### src/rtl/swpt_pkg.sv
// Shared constants and types of the sliding window percentile tracker.
package swpt_pkg;

   // ring size and derived widths
   localparam int WINDOW = 50;
   localparam int IDX_W  = $clog2(WINDOW);
   localparam int CNT_W  = $clog2(WINDOW + 1);
   localparam int KW     = CNT_W + 1;

   // field widths
   localparam int DUR_W   = 32;
   localparam int SAMP_W  = 16;
   localparam int LIMIT_W = 24;
   localparam int PCT_W   = 7;
   localparam int MS_W    = 7;
   localparam int BIT_W   = $clog2(SAMP_W);

   // csr port
   localparam int CSR_IDX_W  = 2;
   localparam int CSR_DATA_W = 24;
   localparam logic [CSR_IDX_W-1:0] REG_REJECT_LIMIT = 2'd0;
   localparam logic [CSR_IDX_W-1:0] REG_PERCENTILE   = 2'd1;
   localparam logic [LIMIT_W-1:0]   LIMIT_RESET      = 24'd6000000;
   localparam logic [PCT_W-1:0]     PCT_RESET        = 7'd95;

   localparam logic [SAMP_W-1:0] SAMP_MAX = 16'hFFFF;

   // rank = floor(n * pct / 100), by reciprocal multiply
   localparam int PROD_W       = CNT_W + PCT_W;
   localparam int DIV100_MUL_W = 13;
   localparam logic [DIV100_MUL_W-1:0] DIV100_MUL = 13'd5243;
   localparam int DIV100_SHIFT = 19;
   localparam int DIVP_W       = PROD_W + DIV100_MUL_W;

   // ms = floor((u + 500) / 1000), by reciprocal multiply
   localparam logic [SAMP_W:0] ROUND_HALF = 17'd500;
   localparam int DIV1000_MUL_W = 17;
   localparam logic [DIV1000_MUL_W-1:0] DIV1000_MUL = 17'd67109;
   localparam int DIV1000_SHIFT = 26;
   localparam int CONV_W        = SAMP_W + 1 + DIV1000_MUL_W;
   localparam int MS_MAX        = 66;

   // population count tree
   localparam int GRP_SIZE  = 8;
   localparam int NGRP      = (WINDOW + GRP_SIZE - 1) / GRP_SIZE;
   localparam int GRP_CNT_W = $clog2(GRP_SIZE + 1);

   typedef enum logic [2:0] {
      ST_IDLE,
      ST_RANK_MUL,
      ST_RANK_DIV,
      ST_COUNT,
      ST_DECIDE,
      ST_CONV_MUL,
      ST_RESULT
   } swpt_state_type;

endpackage

### src/rtl/sliding_window_percentile_tracker.sv
// Top level: sample ring with bit-serial radix selection of the percentile.
//
//  channel | direction | handshake              | payload
//  req     | in        | req_valid / req_stall  | req_duration_us
//  rsp     | out       | rsp_valid / rsp_stall  | rsp_accepted, rsp_percentile_ms, rsp_worst_us
//  csr     | in        | csr_valid / csr_ready  | csr_index, csr_data
//
// One sample at a time: after accept it steps through rank multiply, rank divide,
// count and decide for each of the 16 sample bits MSB first (group popcount, then
// decide), conversion multiply and result, which raises rsp_valid; req_stall holds
// off new samples until it is back in idle, also while the result waits on rsp_stall.
// Reset clears config, counters and worst value; ring entries past the held
// count are never read, so the ring itself needs no clearing.
module sliding_window_percentile_tracker (
   input  logic                               clock,
   input  logic                               reset,
   input  logic                               req_valid,
   output logic                               req_stall,
   input  logic [swpt_pkg::DUR_W-1:0]         req_duration_us,
   output logic                               rsp_valid,
   input  logic                               rsp_stall,
   output logic                               rsp_accepted,
   output logic [swpt_pkg::MS_W-1:0]          rsp_percentile_ms,
   output logic [swpt_pkg::LIMIT_W-1:0]       rsp_worst_us,
   input  logic                               csr_valid,
   output logic                               csr_ready,
   input  logic [swpt_pkg::CSR_IDX_W-1:0]     csr_index,
   input  logic [swpt_pkg::CSR_DATA_W-1:0]    csr_data
);
   import swpt_pkg::*;

   swpt_state_type         state_ff, state_in;
   logic [LIMIT_W-1:0]     limit_ff, limit_in;
   logic [PCT_W-1:0]       pct_ff, pct_in;
   logic [IDX_W-1:0]       wr_idx_ff, wr_idx_in;
   logic [CNT_W-1:0]       held_ff, held_in;
   logic [LIMIT_W-1:0]     worst_ff, worst_in;
   logic                   rsp_valid_ff, rsp_valid_in;

   logic [SAMP_W-1:0]      ring_ff [WINDOW];
   logic [SAMP_W-1:0]      ring_in [WINDOW];
   logic                   acc_ff, acc_in;
   logic [PROD_W-1:0]      rank_prod_ff, rank_prod_in;
   logic [KW-1:0]          k_rem_ff, k_rem_in;
   logic [WINDOW-1:0]      alive_ff, alive_in;
   logic [GRP_CNT_W-1:0]   grp_cnt_ff [NGRP];
   logic [GRP_CNT_W-1:0]   grp_cnt_in [NGRP];
   logic [BIT_W-1:0]       bit_ff, bit_in;
   logic [SAMP_W-1:0]      sel_ff, sel_in;
   logic [CONV_W-1:0]      conv_ff, conv_in;
   logic                   rsp_acc_ff, rsp_acc_in;
   logic [MS_W-1:0]        rsp_ms_ff, rsp_ms_in;
   logic [LIMIT_W-1:0]     rsp_worst_ff, rsp_worst_in;

   logic [WINDOW-1:0]      zero_bits;
   logic [DIVP_W-1:0]      div_prod;
   logic [KW-1:0]          rank;
   logic [CNT_W-1:0]       zero_total;
   logic [SAMP_W-1:0]      sat_sample;
   logic                   take;

   assign req_stall         = (state_ff != ST_IDLE);
   assign csr_ready         = 1'b1;
   assign rsp_valid         = rsp_valid_ff;
   assign rsp_accepted      = rsp_acc_ff;
   assign rsp_percentile_ms = rsp_ms_ff;
   assign rsp_worst_us      = rsp_worst_ff;

   always_comb begin
      state_in     = state_ff;
      limit_in     = limit_ff;
      pct_in       = pct_ff;
      wr_idx_in    = wr_idx_ff;
      held_in      = held_ff;
      worst_in     = worst_ff;
      rsp_valid_in = rsp_valid_ff;
      ring_in      = ring_ff;
      acc_in       = acc_ff;
      rank_prod_in = rank_prod_ff;
      k_rem_in     = k_rem_ff;
      alive_in     = alive_ff;
      grp_cnt_in   = grp_cnt_ff;
      bit_in       = bit_ff;
      sel_in       = sel_ff;
      conv_in      = conv_ff;
      rsp_acc_in   = rsp_acc_ff;
      rsp_ms_in    = rsp_ms_ff;
      rsp_worst_in = rsp_worst_ff;

      take       = 1'b0;
      sat_sample = (|req_duration_us[DUR_W-1:SAMP_W]) ? SAMP_MAX
                                                      : req_duration_us[SAMP_W-1:0];
      div_prod   = DIVP_W'(rank_prod_ff) * DIVP_W'(DIV100_MUL);
      rank       = div_prod[DIV100_SHIFT +: KW];

      // live samples whose current MSB is zero
      for (int i = 0; i < WINDOW; i++) begin
         zero_bits[i] = alive_ff[i] & ~ring_ff[i][SAMP_W-1];
      end

      zero_total = '0;
      for (int g = 0; g < NGRP; g++) begin
         zero_total = zero_total + CNT_W'(grp_cnt_ff[g]);
      end

      if (csr_valid) begin
         case (csr_index)
            REG_REJECT_LIMIT: limit_in = csr_data[LIMIT_W-1:0];
            REG_PERCENTILE:   pct_in   = csr_data[PCT_W-1:0];
            default: ;
         endcase
      end

      if (rsp_valid_ff && !rsp_stall) begin
         rsp_valid_in = 1'b0;
      end

      case (state_ff)
         ST_IDLE: begin
            if (req_valid) begin
               take     = req_duration_us <= DUR_W'(limit_ff);
               acc_in   = take;
               state_in = ST_RANK_MUL;
               if (take) begin
                  // accepted values fit in the limit width
                  if (req_duration_us[LIMIT_W-1:0] > worst_ff) begin
                     worst_in = req_duration_us[LIMIT_W-1:0];
                  end
                  ring_in[wr_idx_ff] = sat_sample;
                  wr_idx_in = (wr_idx_ff == IDX_W'(WINDOW - 1)) ? '0
                                                               : wr_idx_ff + 1'b1;
                  if (held_ff < CNT_W'(WINDOW)) begin
                     held_in = held_ff + 1'b1;
                  end
               end
            end
         end
         ST_RANK_MUL: begin
            rank_prod_in = PROD_W'(held_ff) * PROD_W'(pct_ff);
            state_in     = ST_RANK_DIV;
         end
         ST_RANK_DIV: begin
            if (held_ff == '0) begin
               k_rem_in = '0;
            end else if (rank >= KW'(held_ff)) begin
               k_rem_in = KW'(held_ff) - 1'b1;
            end else begin
               k_rem_in = rank;
            end
            for (int i = 0; i < WINDOW; i++) begin
               alive_in[i] = (CNT_W'(i) < held_ff);
            end
            bit_in   = '0;
            state_in = ST_COUNT;
         end
         ST_COUNT: begin
            for (int g = 0; g < NGRP; g++) begin
               grp_cnt_in[g] = '0;
               for (int b = 0; b < GRP_SIZE; b++) begin
                  if (g * GRP_SIZE + b < WINDOW) begin
                     grp_cnt_in[g] = grp_cnt_in[g]
                                   + GRP_CNT_W'(zero_bits[g * GRP_SIZE + b]);
                  end
               end
            end
            state_in = ST_DECIDE;
         end
         ST_DECIDE: begin
            if (k_rem_ff < KW'(zero_total)) begin
               alive_in = zero_bits;
               sel_in   = {sel_ff[SAMP_W-2:0], 1'b0};
            end else begin
               alive_in = alive_ff & ~zero_bits;
               k_rem_in = k_rem_ff - KW'(zero_total);
               sel_in   = {sel_ff[SAMP_W-2:0], 1'b1};
            end
            // rotate every entry; after SAMP_W steps it is back in place
            for (int i = 0; i < WINDOW; i++) begin
               ring_in[i] = {ring_ff[i][SAMP_W-2:0], ring_ff[i][SAMP_W-1]};
            end
            bit_in   = bit_ff + 1'b1;
            state_in = (bit_ff == BIT_W'(SAMP_W - 1)) ? ST_CONV_MUL : ST_COUNT;
         end
         ST_CONV_MUL: begin
            conv_in  = CONV_W'({1'b0, sel_ff} + ROUND_HALF) * CONV_W'(DIV1000_MUL);
            state_in = ST_RESULT;
         end
         ST_RESULT: begin
            if (!rsp_valid_ff || !rsp_stall) begin
               rsp_valid_in = 1'b1;
               rsp_acc_in   = acc_ff;
               rsp_ms_in    = (held_ff < CNT_W'(2)) ? '0
                                                    : conv_ff[DIV1000_SHIFT +: MS_W];
               rsp_worst_in = worst_ff;
               state_in     = ST_IDLE;
            end
         end
         default: state_in = ST_IDLE;
      endcase
   end

   always_ff @(posedge clock) begin
      if (reset) begin
         state_ff     <= ST_IDLE;
         limit_ff     <= LIMIT_RESET;
         pct_ff       <= PCT_RESET;
         wr_idx_ff    <= '0;
         held_ff      <= '0;
         worst_ff     <= '0;
         rsp_valid_ff <= 1'b0;
      end else begin
         state_ff     <= state_in;
         limit_ff     <= limit_in;
         pct_ff       <= pct_in;
         wr_idx_ff    <= wr_idx_in;
         held_ff      <= held_in;
         worst_ff     <= worst_in;
         rsp_valid_ff <= rsp_valid_in;
      end
   end

   always_ff @(posedge clock) begin
      ring_ff      <= ring_in;
      acc_ff       <= acc_in;
      rank_prod_ff <= rank_prod_in;
      k_rem_ff     <= k_rem_in;
      alive_ff     <= alive_in;
      grp_cnt_ff   <= grp_cnt_in;
      bit_ff       <= bit_in;
      sel_ff       <= sel_in;
      conv_ff      <= conv_in;
      rsp_acc_ff   <= rsp_acc_in;
      rsp_ms_ff    <= rsp_ms_in;
      rsp_worst_ff <= rsp_worst_in;
   end

   // pointer and fill count stay inside the ring
   a_ring_bounds: assert property (@(posedge clock) disable iff (reset)
      (held_ff <= CNT_W'(WINDOW)) && (wr_idx_ff <= IDX_W'(WINDOW - 1)))
      else $error("ring pointer or fill count out of range");

   // the remaining rank always points inside the surviving candidates
   a_rank_alive: assert property (@(posedge clock) disable iff (reset)
      (state_ff == ST_COUNT && held_ff != '0) |->
         (int'(k_rem_ff) < $countones(alive_ff)))
      else $error("selection rank lost its candidates");

   // under two held samples the percentile reads zero
   a_short_zero: assert property (@(posedge clock) disable iff (reset)
      (state_ff == ST_RESULT && held_ff < CNT_W'(2) && !(rsp_valid_ff && rsp_stall))
         |=> (rsp_percentile_ms == '0))
      else $error("percentile not zero with fewer than two samples");

   // rounded milliseconds never pass the saturated sample range
   a_ms_range: assert property (@(posedge clock) disable iff (reset)
      rsp_valid_ff |-> (rsp_ms_ff <= MS_W'(MS_MAX)))
      else $error("percentile result out of range");

endmodule

### config.mk
export PLATFORM = sky130hd
export DESIGN_NAME = sliding_window_percentile_tracker
export DESIGN_NICKNAME = d
export VERILOG_FILES = /design/src/rtl/swpt_pkg.sv /design/src/rtl/sliding_window_percentile_tracker.sv
export SDC_FILE = /design/constraint.sdc
export NUM_CORES = 2
export LEC_CHECK = 0
export BUFFER_PORTS_ARGS = -buffer_cell sky130_fd_sc_hd__clkbuf_2
export CORE_UTILIZATION = 25
export CTS_BUF_LIST = sky130_fd_sc_hd__clkbuf_16
export CTS_CLUSTER_SIZE = 20
export DETAILED_ROUTE_END_ITERATION = 16
export PLACE_DENSITY = 0.5
export SYNTH_ARGS = -nofsm -noshare
export SYNTH_HDL_FRONTEND = slang
export SYNTH_SLANG_ARGS = --single-unit
### constraint.sdc
create_clock -name clock -period 17 [get_ports clock]
set_clock_uncertainty 0.15 [all_clocks]
set_input_delay 2.55 -clock clock [delete_from_list [all_inputs] [get_ports clock]]
set_output_delay 2.55 -clock clock [all_outputs]
set_load 0.03 [all_outputs]
## Word-level counts from Yosys, hierarchy flattened

Cells that the tools add are included.

| cells by class | value |
|---|---|
| add/subtract/negate cells | 55 |
| multipliers | 3 |
| order comparisons | 58 |
| equal/unequal tests | 13 |
| mux-type cells | 66 |
| bitwise logic cells | 103 |
| reduce and logical (&&, ||, !) cells | 22 |

Operators with widths:

| cell | number |
|---|---|
| 800-bit 2-to-1 mux | 2 |
| 800-bit one-hot mux with 2 select lines | 1 |
| 800-bit bitwise mux | 1 |
| 4-bit by 1-bit adder with 4-bit output | 43 |
| 4-bit 2-to-1 mux | 43 |
| 6-bit less-than comparator (first input constant) | 18 |
| 50-bit one-hot mux with 2 select lines | 1 |
| 16-bit demux with 6-bit select | 1 |
| 5-bit by 6-bit less-than comparator with 1-bit output (first input constant) | 16 |
| 1-bit AND | 50 |
| 50-bit AND | 1 |
| 50-bit 2-to-1 mux | 1 |
| 1-bit inverter | 50 |
| 50-bit inverter | 1 |
| 4-bit by 6-bit less-than comparator with 1-bit output (first input constant) | 8 |
| 17-bit by 17-bit multiplier with 33-bit output (second input constant) | 1 |
| 32-bit by 24-bit less-or-equal comparator with 1-bit output | 1 |
| 16-bit 2-to-1 mux | 2 |
| 13-bit by 13-bit multiplier with 26-bit output (second input constant) | 1 |
| 6-bit by 4-bit adder with 6-bit output | 4 |
| 24-bit > comparator | 1 |
| 3-bit by 6-bit less-than comparator with 1-bit output (first input constant) | 4 |
| 7-bit 2-to-1 mux | 3 |
| 3-bit one-hot mux with 7 select lines | 1 |
| other kinds (41) | 65 |

| storage, ports and cells | value |
|---|---|
| register bits | 1055 |
| bits of input ports | 63 |
| logic and storage cells | 394 |

## Longest topological paths before layout

| depth | value |
|---|---|
| word-level depth | 16 |
| mapped depth | 27 |

## Worst setup path after synthesis

No wires, ideal clock.

| timing path | value |
|---|---|
| kind | flip-flop to flip-flop |
| start point | register sel_ff[6] |
| end point | register conv_ff[32], data pin |
| arrival | 6.067 ns |
| data required time | 16.581 ns |
| slack | 10.514 ns |
| cell stages (with the launch flop) | 22 |
| clock period less this slack | 6.486 ns |
| path through | edfxtp_1 or4_1 a211o_1 and3_1 and3_1 xor2_1 ha_1 inv_1 fa_1 fa_1 fa_1 inv_1 fa_1 ha_1 a21o_1 a221oi_1 nor2b_1 a211o_1 o21ai_0 a31oi_1 o21ai_0 xnor2_1 |

| on the way | value |
|---|---|
| cells in the longest elaborated chain, start to end | 2 |

Ends and longest elaborated chain:

| what | line | source |
|---|---|---|
| start, declared | sliding_window_percentile_tracker.sv:49 | `logic [SAMP_W-1:0] sel_ff, sel_in;` |
| start signal, assigned | sliding_window_percentile_tracker.sv:230 | `sel_ff <= sel_in;` |
| 16-bit by 9-bit adder with 17-bit output | sliding_window_percentile_tracker.sv:185 | `conv_in = CONV_W'({1'b0, sel_ff} + ROUND_HALF) * CONV_W'(DIV1000_MUL);` |
| 17-bit by 17-bit multiplier with 33-bit output | sliding_window_percentile_tracker.sv:185 |  |
| end signal, assigned | sliding_window_percentile_tracker.sv:231 | `conv_ff <= conv_in;` |
| end, declared | sliding_window_percentile_tracker.sv:50 | `logic [CONV_W-1:0] conv_ff, conv_in;` |

Every way passes these cells.
A chain may end at the register's enable or synchronous reset.

## Final worst setup path

| timing path | value |
|---|---|
| start point | register rank_prod_ff[4] |
| end point | register k_rem_ff[3], data pin |

| on the way | value |
|---|---|
| cells in the longest elaborated chain, start to end | 5 |

Ends and longest elaborated chain:

| what | line | source |
|---|---|---|
| start, declared | sliding_window_percentile_tracker.sv:43 | `logic [PROD_W-1:0] rank_prod_ff, rank_prod_in;` |
| start signal, assigned | sliding_window_percentile_tracker.sv:225 | `rank_prod_ff <= rank_prod_in;` |
| 13-bit by 13-bit multiplier with 26-bit output (*) | sliding_window_percentile_tracker.sv:93 | `div_prod = DIVP_W'(rank_prod_ff) * DIVP_W'(DIV100_MUL);` |
| 7-bit by 6-bit greater-or-equal comparator with 1-bit output | sliding_window_percentile_tracker.sv:145 | `end else if (rank >= KW'(held_ff)) begin` |
| 7-bit 2-to-1 mux (*) | sliding_window_percentile_tracker.sv:145 |  |
| 7-bit 2-to-1 mux (*) | sliding_window_percentile_tracker.sv:143 | `if (held_ff == '0) begin` |
| 7-bit one-hot mux with 2 select lines (*) | sliding_window_percentile_tracker.sv:118 | `case (state_ff)` |
| named net k_rem_in[3] | sliding_window_percentile_tracker.sv:44 | `logic [KW-1:0] k_rem_ff, k_rem_in;` |
| end signal, assigned | sliding_window_percentile_tracker.sv:226 | `k_rem_ff <= k_rem_in;` |
| end, declared | sliding_window_percentile_tracker.sv:44 |  |

The timed path passes the listed nets; every way through them passes the cells marked *.

==> results.json <==
{
  "cap_violations": 0,
  "ys_seq_area_share_pct": 55.5,
  "placed_area_mm2": 0.0581,
  "syn-num-nets": 5320,
  "multi_input_area_mm2": 0.0219,
  "critPathMaxStageDelay_ps": 550,
  "grt-ovfl-total": 0,
  "syn2layout_area_growth_pct": 13.9,
  "drt_wl_total_um": 148000,
  "syn-cell-area_mm2": 0.0543,
  "fin_crit_ps": 6860,
  "gp_congestion": 0.815,
  "worstMarginPinSlew_ps": 1390,
  "die_h_um": 468,
  "critPathMostFrequentCell": "inv_1",
  "fin_nets": 5317,
  "synthArstFlopShare_pct": 0,
  "cts_tree": "done",
  "synth_cells": 4712,
  "p_leak_nw": 22.9,
  "finalMaxSlewViolations": 0,
  "die_area_mm2": 0.219,
  "post-cts-setup-buffers": 0,
  "core_mm2": 0.215,
  "portBuffers": 96,
  "grt.total_usage_pct": 13.3,
  "synth_flop_cell": "edfxtp_1",
  "post-synth-top-area-fraction_pct": 52.9,
  "r2r_slack_ps": 10140,
  "finalSetupViolations": 0,
  "io_pins": 98,
  "syn_avg_cell_area_um2": 11.5,
  "dp_hpwl_um": 89700,
  "grt_pass1_vias": 35548,
  "cp-start-kind": "register",
  "slew-limit-headroom_pct": 7.13,
  "avgViaCountPerCell": 4.71,
  "outcome": "complete, no violations",
  "ff_latch_area_mm2": 0.0301,
  "cts_buffers": 112,
  "postCtsHoldBufs": 0,
  "dr.pass1.iters": 6,
  "yosysTopAreaCell": "edfxtp_1",
  "clock_sinks": 1027,
  "num_vias": 36022,
  "synth_cell_types": 73,
  "dp_slack_ps": 10150,
  "final.setup.tns_ps": 0,
  "rsz0062_at_grt": "no",
  "clockRootBuffer": "clkbuf_16",
  "antenna_found_initial": 6,
  "final-hold-violation-count": 0,
  "worstSetupEndpointType": "register",
  "clockBufferDepth": 3,
  "drc": 0,
  "cp_max_fo": 8,
  "fmax_mhz": 146,
  "start_util_pct": 25.2,
  "finish.instance_area_mm2": 0.0619,
  "cts_max_level": 3,
  "setup_slack_ps": 10140,
  "synthTopCellsByArea": "edfxtp_1 53%, ha_1 9.1%, o21ai_0 5.7%",
  "clk_latency_ps": 780,
  "rows": 170,
  "power_density_mw_per_mm2": 136,
  "cts-resized-gates": 0,
  "ys.warnings.count": 0,
  "wl_per_cell_um": 19.4,
  "synth_seq_cells": 1027,
  "critical_path_class": "register to register",
  "r2r_cells": 25,
  "grt_pass1_wl_um": 225000,
  "cp_slowest_cell": "fa_1",
  "grt_max_degree": 259,
  "cp.required_ps": 17280,
  "ir_drop_v": 0.000128,
  "ant_nets": 0,
  "synthTopCellsByCount": "956 x edfxtp_1, 745 x nand2_1, 619 x o21ai_0",
  "first_iter_violations": 3068,
  "drive_above_1_share_pct": 8.76,
  "worstHoldPathType": "register to register",
  "cp.arrival_ps": 7150,
  "synth_edf_count": 956,
  "path_clk_slew_ps": 60,
  "min_path_cells": 0,
  "die_w_um": 468,
  "finalCritPeriodShare_pct": 40.4,
  "yosysMostFrequentCell": "edfxtp_1",
  "fillCellCount": 22269
}
-- kinds of logic (layout without fill, tap and decap cells) --
group | after synthesis | after routing | synth area share [%]
other | 1 | 3 | 0.00691
DFF | 1027 | 1027 | 55.5
and+or+nand+nor | 1123 | 1123 | 9.01
xor gates and xnor gates | 142 | 142 | 2.29
adders and majority gates | 545 | 545 | 14.6
AOI/OAI and AO/OA | 1202 | 1202 | 13.7
muxes | 18 | 18 | 0.348
buffers and inverters | 654 | 747 | 4.57
-- worst max-delay path: cells and delay by family (launching register included) --
| family | cells | cell delay [ps] |
|---|---|---|
| xor+xnor | 1 | 220 |
| compound gates | 7 | 1320 |
| simple gates | 3 | 330 |
| buf+inv | 5 | 350 |
| mux | 2 | 760 |
| fa+ha+maj | 7 | 2930 |
| flops | 1 | 490 |
-- report_power, final --
part | switching (mW) | total [mW] | internal (mW)
clock | 1.08 | 2.49 | 1.41
sequential | 0.0974 | 3.17 | 3.08
combinational | 1.62 | 2.74 | 1.12
total | 2.79 | 8.40 | 5.61
-- sequential cells by signal (all words and copies together) (netlist names) --
signal,count
alive_ff,50
wr_idx_ff,6
worst_ff,24
grp_cnt_ff,26
held_ff,6
pct_ff,7
acc_ff,1
limit_ff,24
rank_prod_ff,13
rsp_valid,1
rsp_worst_us,24
rsp_accepted,1
ring_ff,800
conv_ff,7
state_ff,3
sel_ff,16
k_rem_ff,7
bit_ff,4
rsp_percentile_ms,7
-- metrics by stage --
| stage | hold slack, ps | power (mW) | util [%] | cells |
|---|---|---|---|---|
| finish | 278 | 8.40 | 28.7 | 7645 |
| global route | 287 | 9.02 | 28.7 | 7644 |
| CTS | 279 | 8.51 | 28.7 | 7643 |
| detailed placement | 293 | 5.98 | 27.0 | 7433 |
| global placement | 281 | 5.95 | 27.0 | 7433 |
| floorplan | 250 | 5.26 | - | 4712 |
-- final timing paths --
kind                         from               to
setup / recovery  rank_prod_ff[4]      k_rem_ff[3]
hold reg to reg       worst_ff[4]  rsp_worst_us[4]
setup reg to reg  rank_prod_ff[4]      k_rem_ff[3]
hold / removal        worst_ff[4]  rsp_worst_us[4]
-- metal layers --
layer | track usage [%] | part of all wire (%)
met4 | 3.45 | 1.9
met3 | 1.32 | 4.9
met2 | 21.3 | 46
met5 | 0 | 0
met1 | 19.1 | 47
-- layout make-up --
class,instances,share of cell area [%]
antenna,2,0.00809
clock inverter,95,1.40
sequential,1027,48.7
multi-input combinational,3031,35.4
timing repair buffer,190,1.94
tap,2838,5.74
inverter,347,2.12
clock buffer,115,4.65
-- placed cells by master (no fill, tap or decap), drive strengths merged, types with 6 or more instances in the layout --
| cell type | count |
|---|---|
| a21oi | 119 |
| ha | 394 |
| nand4 | 23 |
| dfxtp | 71 |
| a31oi | 8 |
| inv | 378 |
| bufinv | 12 |
| nor2b | 61 |
| clkbuf | 211 |
| o22ai | 39 |
| a21o | 27 |
| o21bai | 6 |
| nor4 | 6 |
| nand2b | 6 |
| fa | 151 |
| xnor2 | 68 |
| or3 | 10 |
| nor2 | 110 |
| nor3b | 6 |
| a31o | 9 |
| nand3 | 56 |
| a211oi | 10 |
| nor3 | 15 |
| a22o | 256 |
| a211o | 14 |
| buf | 94 |
| or2 | 19 |
| o21ai | 672 |
| nand2 | 746 |
| and3 | 12 |
| xor2 | 74 |
| mux2i | 17 |
| and2 | 30 |
| o31ai | 14 |
| edfxtp | 956 |
| clkinv | 50 |
| nand3b | 9 |
Note: power is estimated with default switching activity, not from simulation.
